===== src/hw/rtl/twe_pkg.sv =====
// ----------------------------------------------------------------------------
// twe_pkg
// Shared constants, types and helpers for the timing wheel timeout engine.
// ----------------------------------------------------------------------------
package twe_pkg;

   localparam int WHEEL_SLOTS   = 60;
   localparam int TIMER_ENTRIES = 16;

   localparam int REM_W = $clog2(WHEEL_SLOTS + 1);
   localparam int IDX_W = (TIMER_ENTRIES > 1) ? $clog2(TIMER_ENTRIES) : 1;
   localparam int CNT_W = $clog2(TIMER_ENTRIES + 1);

   localparam int MODE_W = 2;
   localparam int ID_W   = 4;
   localparam int TMO_W  = 6;

   localparam logic [MODE_W-1:0] MODE_ADD     = 2'd0;
   localparam logic [MODE_W-1:0] MODE_REFRESH = 2'd1;
   localparam logic [MODE_W-1:0] MODE_CANCEL  = 2'd2;
   localparam logic [MODE_W-1:0] MODE_TICK    = 2'd3;

   typedef struct packed {
      logic [REM_W-1:0] period;
      logic [REM_W-1:0] remain;
   } mem_word_type;

   // timeout mod wheel size, zero meaning a full revolution
   function automatic logic [REM_W-1:0] eff_ticks(input logic [TMO_W-1:0] t);
      logic [REM_W-1:0] r;
      r = '0;
      for (int v = 0; v < (1 << TMO_W); v++) begin
         if (t == TMO_W'(v)) begin
            r = REM_W'(((v % WHEEL_SLOTS) == 0) ? WHEEL_SLOTS : (v % WHEEL_SLOTS));
         end
      end
      return r;
   endfunction

endpackage


===== src/hw/rtl/timing_wheel_timeout_engine.sv =====
// ----------------------------------------------------------------------------
// timing_wheel_timeout_engine
// Timer table with add, refresh, cancel and tick; a tick sweeps the entry
// memory and reports every timer that runs out, last one flagged by tlast.
// ----------------------------------------------------------------------------
// add and cancel complete on acceptance; refresh reads the entry, then writes it back in ST_REFR
// tick: one entry per cycle through the timer memory's read and write ports,
//   held while the result word is stalled
// reset: synchronous, clears active and cancel flags and all control state;
//   the timer memory needs no clearing pass
module timing_wheel_timeout_engine
   import twe_pkg::*;
(
   input  logic        clock,
   input  logic        reset,
   input  logic        req_tvalid,
   output logic        req_tready,
   input  logic [15:0] req_tdata,   // timer_id[3:0], timeout_ticks[9:4]
   input  logic [1:0]  req_tuser,   // mode[1:0]
   output logic        rsp_tvalid,
   input  logic        rsp_tready,
   output logic [7:0]  rsp_tdata,   // expired_id[3:0]
   output logic [0:0]  rsp_tuser,   // callback_runs[0]
   output logic        rsp_tlast    // last_expiry
);

   localparam logic [1:0] ST_IDLE  = 2'd0;
   localparam logic [1:0] ST_REFR  = 2'd1;
   localparam logic [1:0] ST_SWEEP = 2'd2;
   localparam logic [1:0] ST_FLUSH = 2'd3;

   logic [1:0]               state_ff, state_in;
   logic [TIMER_ENTRIES-1:0] active_ff, active_in;
   logic [TIMER_ENTRIES-1:0] cancel_ff, cancel_in;
   logic [CNT_W-1:0]         scan_ff, scan_in;
   logic [IDX_W-1:0]         proc_ff, proc_in;
   logic                     proc_vld_ff, proc_vld_in;
   logic                     pend_vld_ff, pend_vld_in;
   logic [ID_W-1:0]          pend_id_ff, pend_id_in;
   logic                     pend_cb_ff, pend_cb_in;
   logic                     rsp_vld_ff, rsp_vld_in;
   logic [ID_W-1:0]          rsp_id_ff, rsp_id_in;
   logic                     rsp_cb_ff, rsp_cb_in;
   logic                     rsp_last_ff, rsp_last_in;

   mem_word_type             timer_mem [TIMER_ENTRIES];
   mem_word_type             rd_data_ff;
   logic                     rd_en;
   logic [IDX_W-1:0]         rd_addr;
   logic                     wr_en;
   logic [IDX_W-1:0]         wr_addr;
   mem_word_type             wr_data;

   logic                     req_acc;
   logic [MODE_W-1:0]        req_mode;
   logic [ID_W-1:0]          req_id;
   logic [TMO_W-1:0]         req_tmo;
   logic                     id_ok;
   logic [IDX_W-1:0]         id_idx;
   logic [REM_W-1:0]         add_ticks;
   logic                     expire;
   logic                     rsp_free;
   logic                     advance;

   assign req_tready = (state_ff == ST_IDLE);
   assign req_acc    = req_tvalid && req_tready;
   assign req_mode   = req_tuser;
   assign req_id     = req_tdata[ID_W-1:0];
   assign req_tmo    = req_tdata[ID_W+TMO_W-1:ID_W];
   assign id_ok      = int'(req_id) < TIMER_ENTRIES;
   assign id_idx     = IDX_W'(req_id);
   assign add_ticks  = eff_ticks(req_tmo);

   assign expire   = proc_vld_ff && active_ff[proc_ff] && (rd_data_ff.remain == REM_W'(1));
   assign rsp_free = !rsp_vld_ff || rsp_tready;
   assign advance  = !(expire && pend_vld_ff && !rsp_free);

   always_comb begin
      state_in    = state_ff;
      active_in   = active_ff;
      cancel_in   = cancel_ff;
      scan_in     = scan_ff;
      proc_in     = proc_ff;
      proc_vld_in = proc_vld_ff;
      pend_vld_in = pend_vld_ff;
      pend_id_in  = pend_id_ff;
      pend_cb_in  = pend_cb_ff;
      rsp_vld_in  = rsp_vld_ff && !rsp_tready;
      rsp_id_in   = rsp_id_ff;
      rsp_cb_in   = rsp_cb_ff;
      rsp_last_in = rsp_last_ff;
      rd_en       = 1'b0;
      rd_addr     = scan_ff[IDX_W-1:0];
      wr_en       = 1'b0;
      wr_addr     = proc_ff;
      wr_data     = '{period: rd_data_ff.period, remain: rd_data_ff.remain - REM_W'(1)};

      case (state_ff)
         ST_IDLE: begin
            if (req_acc) begin
               case (req_mode)
                  MODE_ADD: begin
                     if (id_ok) begin
                        active_in[id_idx] = 1'b1;
                        cancel_in[id_idx] = 1'b0;
                        wr_en             = 1'b1;
                        wr_addr           = id_idx;
                        wr_data           = '{period: add_ticks, remain: add_ticks};
                     end
                  end
                  MODE_REFRESH: begin
                     if (id_ok && active_ff[id_idx]) begin
                        rd_en    = 1'b1;
                        rd_addr  = id_idx;
                        proc_in  = id_idx;
                        state_in = ST_REFR;
                     end
                  end
                  MODE_CANCEL: begin
                     if (id_ok && active_ff[id_idx]) begin
                        cancel_in[id_idx] = 1'b1;
                     end
                  end
                  MODE_TICK: begin
                     scan_in     = '0;
                     proc_vld_in = 1'b0;
                     state_in    = ST_SWEEP;
                  end
                  default: begin
                  end
               endcase
            end
         end
         ST_REFR: begin
            wr_en    = 1'b1;
            wr_addr  = proc_ff;
            wr_data  = '{period: rd_data_ff.period, remain: rd_data_ff.period};
            state_in = ST_IDLE;
         end
         ST_SWEEP: begin
            if (advance) begin
               if (proc_vld_ff && active_ff[proc_ff]) begin
                  wr_en = 1'b1;
               end
               if (expire) begin
                  active_in[proc_ff] = 1'b0;
                  cancel_in[proc_ff] = 1'b0;
                  if (pend_vld_ff) begin
                     rsp_vld_in  = 1'b1;
                     rsp_id_in   = pend_id_ff;
                     rsp_cb_in   = pend_cb_ff;
                     rsp_last_in = 1'b0;
                  end
                  pend_vld_in = 1'b1;
                  pend_id_in  = ID_W'(proc_ff);
                  pend_cb_in  = !cancel_ff[proc_ff];
               end
               if (int'(scan_ff) < TIMER_ENTRIES) begin
                  rd_en       = 1'b1;
                  proc_in     = scan_ff[IDX_W-1:0];
                  proc_vld_in = 1'b1;
                  scan_in     = scan_ff + CNT_W'(1);
               end else begin
                  proc_vld_in = 1'b0;
                  state_in    = ST_FLUSH;
               end
            end
         end
         ST_FLUSH: begin
            if (!pend_vld_ff) begin
               state_in = ST_IDLE;
            end else if (rsp_free) begin
               rsp_vld_in  = 1'b1;
               rsp_id_in   = pend_id_ff;
               rsp_cb_in   = pend_cb_ff;
               rsp_last_in = 1'b1;
               pend_vld_in = 1'b0;
               state_in    = ST_IDLE;
            end
         end
         default: begin
            state_in = ST_IDLE;
         end
      endcase
   end

   always_ff @(posedge clock) begin
      if (reset) begin
         state_ff    <= ST_IDLE;
         active_ff   <= '0;
         cancel_ff   <= '0;
         scan_ff     <= '0;
         proc_vld_ff <= 1'b0;
         pend_vld_ff <= 1'b0;
         rsp_vld_ff  <= 1'b0;
      end else begin
         state_ff    <= state_in;
         active_ff   <= active_in;
         cancel_ff   <= cancel_in;
         scan_ff     <= scan_in;
         proc_vld_ff <= proc_vld_in;
         pend_vld_ff <= pend_vld_in;
         rsp_vld_ff  <= rsp_vld_in;
      end
   end

   always_ff @(posedge clock) begin
      proc_ff     <= proc_in;
      pend_id_ff  <= pend_id_in;
      pend_cb_ff  <= pend_cb_in;
      rsp_id_ff   <= rsp_id_in;
      rsp_cb_ff   <= rsp_cb_in;
      rsp_last_ff <= rsp_last_in;
   end

   // timer memory, one read and one write port, registered read
   always_ff @(posedge clock) begin
      if (wr_en) begin
         timer_mem[wr_addr] <= wr_data;
      end
      if (rd_en) begin
         rd_data_ff <= timer_mem[rd_addr];
      end
   end

   assign rsp_tvalid = rsp_vld_ff;
   assign rsp_tdata  = {4'b0000, rsp_id_ff};
   assign rsp_tuser  = rsp_cb_ff;
   assign rsp_tlast  = rsp_last_ff;

endmodule


===== config.mk =====
export PLATFORM = sky130hd
export DESIGN_NAME = timing_wheel_timeout_engine
export DESIGN_NICKNAME = d
export VERILOG_FILES = /design/src/hw/rtl/twe_pkg.sv /design/src/hw/rtl/timing_wheel_timeout_engine.sv
export SDC_FILE = /design/constraint.sdc
export NUM_CORES = 1
export LEC_CHECK = 0
export ABC_AREA = 1
export BUFFER_PORTS_ARGS = -buffer_cell sky130_fd_sc_hd__clkbuf_2
export CAP_MARGIN = 20
export CORE_MARGIN = 2
export CORE_UTILIZATION = 57
export CTS_BUF_LIST = sky130_fd_sc_hd__clkbuf_16
export DETAILED_ROUTE_END_ITERATION = 8
export PLACE_DENSITY = 0.87
export REMOVE_ABC_BUFFERS = 1
export SLEW_MARGIN = 20
export SYNTH_ARGS = -nofsm -noshare
export SYNTH_HDL_FRONTEND = slang
export SYNTH_SLANG_ARGS = --single-unit

===== constraint.sdc =====
create_clock -name clock -period 3.2 [get_ports clock]
set_input_delay 0.16 -clock clock [delete_from_list [all_inputs] [get_ports clock]]
set_output_delay 0.16 -clock clock [all_outputs]
set_load 0.05 [all_outputs]

Word-level counts from Yosys, hierarchy flattened

Memories as Yosys holds them, arrays and structs flattened. A register that Yosys moved wholly into a read port is not among the register bits.
Index checks and enable logic that the tools add are counted.

$lt $le $gt $ge: 5
Bitwise logic cells: 8
Multiplexer cells: 160
Reduce and logical (&&, ||, !) cells: 27
Add/subtract/negate cells: 2
Eq/ne operators: 87

Operators by type and width:

| kind               | number |
|---|---|
| $mux 6             | 64 |
| $eq 6x6->1 const B | 32 |
| $mux 16            | 8 |
| $eq 6x5->1 const B | 16 |
| $pmux 16 s2        | 3 |
| $mux 4             | 17 |
| $and 16x16->16     | 3 |
| $eq 6x4->1 const B | 8 |
| $mux 1             | 38 |
| $not 16->16        | 2 |
| $or 16x16->16      | 2 |
| $eq 6x3->1 const B | 4 |
| $mux 12            | 2 |
| $pmux 12 s2        | 1 |
| $reduce_and 6->1   | 4 |
| $mux 5             | 4 |
| $pmux 4 s2         | 2 |
| $ne 2x2->1 const B | 7 |
| $bmux 1 s4         | 3 |
| $eq 6x1->1 const B | 2 |
| $eq 6x2->1 const B | 2 |
| $mux 2             | 6 |
| $pmux 1 s2         | 6 |
| $lt 4x5->1 const B | 2 |
| 24 further kinds   | 51 |

Bits in writable memories: 192
Memories kept: 1
Register bits: 57
Logic and storage cells: 303
Output and inout bits: 12
Bits of input ports: 22

Memory list:

| memory    | words | bits a word | read ports | clocked after memory_dff | write ports | RTL line                          | RTL |
|---|---|---|---|---|---|---|---|
| timer_mem | 16    | 12          | 1          | 1                        | 1           | timing_wheel_timeout_engine.sv:46 | `mem_word_type timer_mem [TIMER_ENTRIES];` |

Depth between registers and ports, before layout

Gate-level depths: netlist of the first run.

Word-level depth: 68
Mapped depth: 18
Depth with buffers taken out: 16

Worst setup path after synthesis of the first run

Ideal clock, no wire load.

Path type: register to register
Start point: register state_ff[0]
End point: memory timer_mem[0][0] (netlist bit) (enable)
Arrival: 2.803 ns
Setup slack: 0.001 ns
Stages on the path, launching flop included: 12
Setup time: 0.396 ns
Buffers on the path: 2
Data required time: 2.804 ns
Period minus slack after synthesis: 3.199 ns
Cells stage by stage: dfxtp_1 > buf_4 > nor2_8 > inv_1 > nor2_4 > inv_1 > nor2_4 > inv_1 > buf_2 > o21ai_0 > nand2_1 > nor3_1

Cells in the longest elaborated chain, start to end: 6
Elaborated cells on any way between the ends: 10
Those cells by class: eq/ne (2); mux (6); reduce/logical (2)

RTL lines:

| item                         | RTL line                           | RTL |
|---|---|---|
| from (decl)                  | timing_wheel_timeout_engine.sv:32  | `logic [1:0] state_ff, state_in;` |
| from (signal assigned)       | timing_wheel_timeout_engine.sv:197 | `state_ff <= state_in;` |
| $logic_not 2->1 *            | timing_wheel_timeout_engine.sv:65  | `assign req_tready = (state_ff == ST_IDLE);` |
| net req_tready               | timing_wheel_timeout_engine.sv:17  | `output logic req_tready,` |
| $logic_and 1x1->1            | timing_wheel_timeout_engine.sv:66  | `assign req_acc = req_tvalid && req_tready;` |
| $mux 1                       | timing_wheel_timeout_engine.sv:100 | `if (req_acc) begin` |
| $pmux 1 s3                   | timing_wheel_timeout_engine.sv:98  | `case (state_ff)` |
| $mux 1                       | timing_wheel_timeout_engine.sv:218 | `if (wr_en) begin` |
| $mux 1 (implied by the code) | timing_wheel_timeout_engine.sv:219 | `timer_mem[wr_addr] <= wr_data;` |
| to (decl)                    | timing_wheel_timeout_engine.sv:46  |  |

The timed path passes the listed nets; every way through them passes the cells marked *.

Worst setup path after layout of the first run

Start point: register state_ff[0]
End point: register rd_data_ff[8] (netlist name)

Cells in the longest elaborated chain, start to end: 4
Elaborated cells on any way between the ends: 7
Those cells by class: eq/ne (1); mux (4); reduce/logical (2)

RTL lines:

| item                                        | RTL line |
|---|---|
| $logic_not 2->1                             | timing_wheel_timeout_engine.sv:65, timing_wheel_timeout_engine.sv:98 |
| $logic_and 1x1->1                           | timing_wheel_timeout_engine.sv:66 |
| $mux 1 / $mux 4 (equally long branches)     | timing_wheel_timeout_engine.sv:100 |
| $pmux 1 s2 / $mux 4 (equally long branches) | timing_wheel_timeout_engine.sv:98 |

Several ways; a longest one is shown, not always the timed one.
A chain may end at the register's enable or synchronous reset.

==> impl_metrics.csv, run 1 <==
group,metric,value,unit
min_path,holdPathEnd,"proc_ff[3]$_DFFE_PP_",
critical_path,slowest_stage,"o21ai_4",
synthesis,synthTopCellsByArea,"edfxtp_1 49%, nand2_1 11%, nand3_1 10%",
clocking,cts_buffers,27,
timing,skew,0.0138,ns
floorplanning,core-area,23300,µm²
layout,fin_nets,1664,
timing,final-setup-viol-count,0,
timing,worst_pin_slew,0.927,ns
run,max_cap_violations,0,
floorplanning,chipWidth,157,µm
route,drcViolationCount,0,
place,place_hpwl,22000,µm
synthesis,synth_area_leader_cell,"edfxtp_1",
layout,design_area,15000,µm²
critical_path,crit_path_frequent_cell,"nand3_1",
layout,drive_gt1_share,8.43,%
clocking,clk_path_buf_depth,3,
layout,area_delta_synth_final,11.6,%
place,port_buffers,23,
global_routing,grt_pass1_vias,10674,
place,dpl_cell_area,14000,µm²
clocking,postCtsSetupBuffers,0,
critical_path,cp-start-kind,"flip-flop",
timing,fin_crit,3.00,ns
layout,final_cells,1979,
synthesis,synth.yosys.seq_area_share,55.3,%
critical_path,crit_path_max_fanout,27,
clocking,numClockSinks,261,
power,power_density,552,nW/µm²
min_path,min_path_type,"primary input to flip-flop",
synthesis,yosys_register_bits,261,
layout,diodes,0,
timing,fin_tns_setup,0,ns
global_routing,gr-total-overflow,0,
timing,drv_slew,0,
synthesis,synth_area,13400,µm²
route,wl_per_cell,17.4,µm
synthesis,syn_area_per_cell,8.35,µm²
clocking,clk_pin_slew,0.06,ns
route,first_iter_violations,1382,
synthesis,synthCells,1607,
power,p_total,8260,µW
synthesis,synth_top_cell_area_share,49.0,%
timing,grt_setup_unrepaired,"no",
place,dp.cells,1927,
critical_path,r2r_start,"state_ff[0]$_SDFFE_PP0P_",
route,first_pass_iters,6,
synthesis,yosysUniqueCellTypes,41,
clocking,clock_latency,0.55,ns
power,power_leakage,0.00649,µW
synthesis,ys_warn_count,0,
route,post_drt_via_cell_ratio,5.68,
floorplanning,io_pins,34,
critical_path,cpPeakStageDelay,0.64,ns
global_routing,antenna_found_initial,0,
floorplanning,dieHeight,157,µm
route,vias,11250,
critical_path,r2r_slack,0.20,ns
critical_path,crit_type,"flip-flop to flip-flop",
critical_path,end_kind,"flip-flop",
critical_path,cp_cell_sequence,"nor2_8, inv_1, nor2_4, inv_1, nor2_4, o21ai_4, o21ai_4, buf_12, nand3_1, nand3_1, nand3_1, nand2_1",
floorplanning,std_cell_rows,56,
outcome,outcome,"complete, no violations",
route,antenna_left,0,
timing,fin_crit_sh,93.7,%
clocking,cts_tree,"yes",
min_path,hp-start,"req_tdata[3]",
timing,relSlewSlack,38.2,%
timing,whs,0.139,ns
place,gp_congestion,0.969,
power,ir_drop,404,µV
global_routing,grt.total_usage,27.9,%
min_path,whs_path_depth,3,
critical_path,worstPathArrival,3.40,ns
floorplanning,die_area,24800,µm²
critical_path,r2r_end,"rd_data_ff[8]$_DFFE_PP_",
route,wl,34400,µm
floorplanning,initial_core_util,57.7,%
global_routing,grt_max_degree,71,
timing,finalHoldViolCount,0,
critical_path,required,3.60,ns
clocking,cts_max_level,1,
layout,n_fill_cell,1819,
timing,fmax,0.334,GHz
global_routing,grt_pass1_wl,54300,µm
clocking,cts-root-buf,"clkbuf_16",
critical_path,ff2ff_path_depth,12,
-- critical path, delay by kind of cell (launching register included) --
family | cells | cell delay (ns)
simple gates | 7 | 1.06
compound gates | 2 | 0.82
buf+inv | 3 | 0.57
flops | 1 | 0.39
-- cell type report --
class	instances	area [µm²]	area share [%]
clock inverters	23	243	1.62
well taps	319	399	2.67
clock buffers	27	676	4.52
inverters	293	1100	7.35
multi-input cells	989	4610	30.8
repair buffers	67	514	3.44
flip-flops and latches	261	7420	49.6
-- stage by stage --
step / setup WS [ns] / utilization (%)
floorplan: -0.156 / -
global placement: 0.230 / 60.2
detailed placement: 0.0826 / 60.2
CTS: 0.0439 / 64.2
global route: 0.0475 / 64.3
finish: 0.202 / 64.3
-- flip-flops by register name, indices dropped and copies added, names as in the netlist, 2 cells and up, named ones only --
name        flops
timer_mem     192
active_ff      16
rd_data_ff     12
scan_ff         5
pend_id_ff      4
proc_ff         4
rsp_id_ff       4
state_ff        2
-- cells by family (layout without fill, tap and decap cells) --
group                      after synthesis  count (layout)  synth area share (%)
AOI/OAI and AO/OA                      172             173                  7.20
xor gates and xnor gates                 6               6                 0.392
adders and majority gates                3               3                 0.280
buffers and inverters                  361             410                  10.8
DFF                                    261             261                  55.3
other                                    1               4                0.0280
and+or+nand+nor                        803             803                  26.0
-- worst max path at each step --
stage / start / end / slack (ns) / cells past startpoint
4_1_cts: state_ff[0]$_SDFFE_PP0P_ / timer_mem[0][1]$_DFFE_PP_ / 0.04 / 10
3_5_place_dp: state_ff[0]$_SDFFE_PP0P_ / timer_mem[0][11]$_DFFE_PP_ / 0.08 / 10
2_1_floorplan: state_ff[1]$_SDFFE_PP0P_ / timer_mem[8][0]$_DFFE_PP_ / -0.16 / 6
3_3_place_gp: state_ff[0]$_SDFFE_PP0P_ / timer_mem[0][2]$_DFFE_PP_ / 0.23 / 10
5_1_grt: proc_ff[0]$_DFFE_PP_ / timer_mem[3][7]$_DFFE_PP_ / 0.05 / 14
6_report: state_ff[0]$_SDFFE_PP0P_ / rd_data_ff[8]$_DFFE_PP_ / 0.20 / 12
-- Yosys cell counts --
cell,instances
nor4_1,1
nand3_2,2
buf_4,12
buf_2,35
o211ai_1,3
a22oi_1,1
nand3_1,267
edfxtp_1,219
nor2_2,2
nor2_4,3
o2111ai_1,1
o22ai_1,8
a31oi_1,2
nand4_1,6
nor3_1,10
clkbuf_1,19
nand2_4,1
o21ai_0,66
inv_1,287
a41oi_1,1
o21ai_4,1
nand2_1,384
ha_1,3
o221ai_1,4
nand2_2,5
buf_6,1
nor2_8,1
clkinv_1,1
dfxtp_1,42
buf_1,1
a32oi_1,4
conb_1,1
xor2_1,6
a211oi_1,4
o21ai_2,3
o21a_1,5
a21oi_1,67
inv_2,5
o21ai_1,2
nand3b_1,8
nor2_1,113
-- timing repair --
item                                    4_1_cts  5_1_grt
resized for setup                             0        8
hold buffers                                  1        0
endpoints found under the setup margin        0      179
hold endpoints to repair                      1        0
-- metal layers --
layer / part of all wire [%] / track usage [%] / vias to the layer above / wire length (µm)
li1: - / - / 5306 / -
met1: 39 / 36.8 / 5207 / 13300
met5: 0 / 0 / - / 0
met3: 9.8 / 4.57 / 101 / 3380
met2: 48 / 46.1 / 636 / 16500
met4: 3.5 / 11.0 / 0 / 1210
-- placed cells by master (no fill, tap or decap), types with 4 or more instances in the layout --
master	Yosys	routed
nand2_1	384	384
inv_1	287	291
nand3_1	267	267
edfxtp_1	219	219
nor2_1	113	111
a21oi_1	67	67
o21ai_0	66	60
dfxtp_1	42	41
buf_4	12	37
clkbuf_16	0	27
clkbuf_2	0	23
o22ai_1	8	8
nand3b_1	8	8
nor3_1	10	7
xor2_1	6	6
nand4_1	6	6
o21ai_1	2	6
clkinv_1	1	6
inv_2	5	5
nand2_2	5	5
o21a_1	5	5
bufinv_16	0	5
buf_12	0	5
nor2_2	2	4
a32oi_1	4	4
a211oi_1	4	4
o21ai_2	3	4
conb_1	1	4
clkinv_2	0	4
-- report_power, final --
group | leakage [µW] | switching [µW] | total, µW | internal [µW]
combinational | 0.00371 | 823 | 1120 | 297
sequential | 0.00232 | 40.7 | 3880 | 3840
clock | 0.000462 | 1320 | 3260 | 1940
total | 0.00649 | 2190 | 8260 | 6070
Note: power is estimated with default switching activity, not from simulation.
==> run 2, diff against run 1 <==
--- a/config.mk
+++ b/config.mk
@@ -13,7 +13,6 @@
 export CTS_BUF_LIST = sky130_fd_sc_hd__clkbuf_16
 export DETAILED_ROUTE_END_ITERATION = 8
 export PLACE_DENSITY = 0.87
-export REMOVE_ABC_BUFFERS = 1
 export SLEW_MARGIN = 20
 export SYNTH_ARGS = -nofsm -noshare
 export SYNTH_HDL_FRONTEND = slang
==> constraint.sdc (replaced) <==
create_clock -name clock -period 3.2 [get_ports clock]
set_input_delay 0.16 -clock clock [delete_from_list [all_inputs] [get_ports clock]]
set_output_delay 0.16 -clock clock [all_outputs]
set_load 0.005 [all_outputs]
==> impl_metrics.csv, run 2 (synthesized netlist as in run 1, its figures left out) <==
group,metric,value,unit
outcome,outcome,"complete, no violations",
clocking,cts_tree,"yes",
route,wl_per_cell,17.9,µm
layout,area_delta_synth_final,10.5,%
place,gp_congestion,0.932,
place,port_buffers,23,
timing,fin_crit_sh,96.3,%
floorplanning,initial_core_util,57.7,%
timing,fin_tns_setup,0,ns
power,p_switching,2140,µW
power,seqPwrFrac,49.2,%
route,antenna_left,0,
clocking,cts-root-buf,"clkbuf_16",
layout,n_fill_cell,1832,
critical_path,worstPathArrival,3.32,ns
floorplanning,std_cell_rows,56,
layout,final_common_cell,"nand2_1",
layout,multi_input_area,4600,µm²
timing,final-setup-viol-count,0,
clocking,clock_latency,0.55,ns
power,combPwrFrac,14.0,%
layout,seqCellArea,7420,µm²
layout,largest-register,"timer_mem",
route,first_pass_iters,8,
global_routing,antenna_found_initial,0,
power,p_int,5740,µW
place,place_hpwl,21800,µm
power,p_total,7870,µW
clocking,postCtsSetupBuffers,0,
min_path,min_path_type,"primary input to flip-flop",
timing,fmax,0.325,GHz
route,wl,35200,µm
clocking,numClockSinks,261,
critical_path,required,3.44,ns
clocking,clk_pin_slew,0.06,ns
route,first_iter_violations,1630,
layout,largest_reg_flops,192,
route,vias,11417,
floorplanning,io_pins,34,
critical_path,crit_path_max_fanout,12,
layout,drive_gt1_share,7.86,%
power,power_density,531,nW/µm²
layout,diodes,0,
clocking,clk_path_buf_depth,3,
timing,grt_setup_unrepaired,"no",
layout,final_core_util,63.7,%
critical_path,slowest_stage,"o21ai_0",
global_routing,grt_pass1_vias,10711,
global_routing,grt.total_usage,28.7,%
global_routing,gr-total-overflow,0,
run,max_cap_violations,0,
route,post_drt_via_cell_ratio,5.79,
timing,skew,0.0103,ns
critical_path,end_kind,"flip-flop",
timing,finalHoldViolCount,0,
global_routing,grt_pass1_wl,55600,µm
timing,fin_crit,3.08,ns
global_routing,grt_max_degree,71,
floorplanning,chipWidth,157,µm
timing,relSlewSlack,48.9,%
critical_path,crit_type,"flip-flop to flip-flop",
power,power_leakage,0.00643,µW
clocking,cts_buffers,26,
critical_path,cp-start-kind,"flip-flop",
critical_path,crit_path_frequent_cell,"inv_1",
route,drcViolationCount,0,
timing,worst_pin_slew,0.764,ns
critical_path,cp_cell_sequence,"nor2_8, inv_1, nor2_4, inv_1, nor2_4, inv_1, o21ai_0, nand2_1, nor3_2, buf_4",
layout,fin_nets,1662,
timing,drv_slew,0,
floorplanning,core-area,23300,µm²
floorplanning,die_area,24800,µm²
power,clkPwrFrac,36.8,%
layout,final_cell_mix,"384 x nand2_1, 293 x inv_1, 267 x nand3_1",
power,p_sw_share,27.2,%
layout,top_regs,"timer_mem x192, active_ff x16, rd_data_ff x12",
power,ir_drop,465,µV
critical_path,cpPeakStageDelay,0.61,ns
floorplanning,dieHeight,157,µm
clocking,cts_max_level,1,
==> run 2: cell types whose count changed in the layout (fill, tap and decap cells not counted), moves of 2 or more <==
cell	previous run	this run
bufinv_16	5	1
o21ai_0	60	64
o21ai_2	4	1
buf_4	37	39
clkinv_1	6	4
clkinv_2	4	2
inv_1	291	293
inv_6	2	0
o21ai_1	6	4
==> run 2: critical path, delay by kind of cell, from the launching register on <==
| kind | cells | cell delay, ns |
|---|---|---|
| AO/OA/AOI/OAI | 1 | 0.61 |
| buffers and inverters | 4 | 0.71 |
| flip-flops | 1 | 0.44 |
| AND/OR/NAND/NOR | 5 | 1.01 |
==> run 2: path summary, 6_finish.rpt <==
kind | startpoint | to | slack [ns] | cells past startpoint
min | req_tdata[2] | proc_ff[2]$_DFFE_PP_ | 0.12 | 3
max | state_ff[1]$_SDFFE_PP0P_ | timer_mem[0][6]$_DFFE_PP_ | 0.12 | 10
max reg2reg | state_ff[1]$_SDFFE_PP0P_ | timer_mem[0][6]$_DFFE_PP_ | 0.12 | 10
min reg2reg | pend_id_ff[2]$_DFFE_PP_ | rsp_id_ff[2]$_DFFE_PP_ | 0.42 | 0
==> run 2: power groups by stage <==
| stage | registers [µW] | logic, µW | clock network, µW |
|---|---|---|---|
| after floorplan | 3930 | 703 | 0 |
| after global placement | 3940 | 1010 | 0 |
| after detailed placement | 3950 | 1050 | 0 |
| after CTS | 3870 | 1070 | 2920 |
| after global routing | 3880 | 1190 | 3070 |
| final | 3880 | 1100 | 2890 |
==> run 2: final cells by class <==
type	count	share of cell area (%)
timing repair buffer	67	3.36
clock buffer	27	4.56
inverter	293	7.42
tap	319	2.69
sequential	261	50.0
multi-input combinational	988	31.0
clock inverter	17	0.912
==> run 2: routing by layer <==
metal	global-route usage, %	part of all wire, %	wire (µm)	vias up
met5	0	0	0	-
met4	13.7	4.5	1570	0
met3	4.49	11	3880	121
met2	47.6	48	16800	781
met1	37.0	37	12900	5233
li1	-	-	-	5282
==> run 2: metrics by stage <==
step,cell area (µm²),instances,hold slack [ns],setup WS [ns]
floorplan,13400,1610,0.400,0.169
global placement,14000,1927,0.402,0.391
detailed placement,14000,1927,0.406,0.274
CTS,14800,1972,0.105,0.233
global route,14800,1972,0.136,0.0281
finish,14800,1972,0.117,0.120
==> run 2: timing repair <==
action                                  in CTS  in global routing
hold buffers                                 1                  0
endpoints found under the setup margin       0                  0
gates resized for setup                      0                  0
endpoints found under the hold margin        1                  0
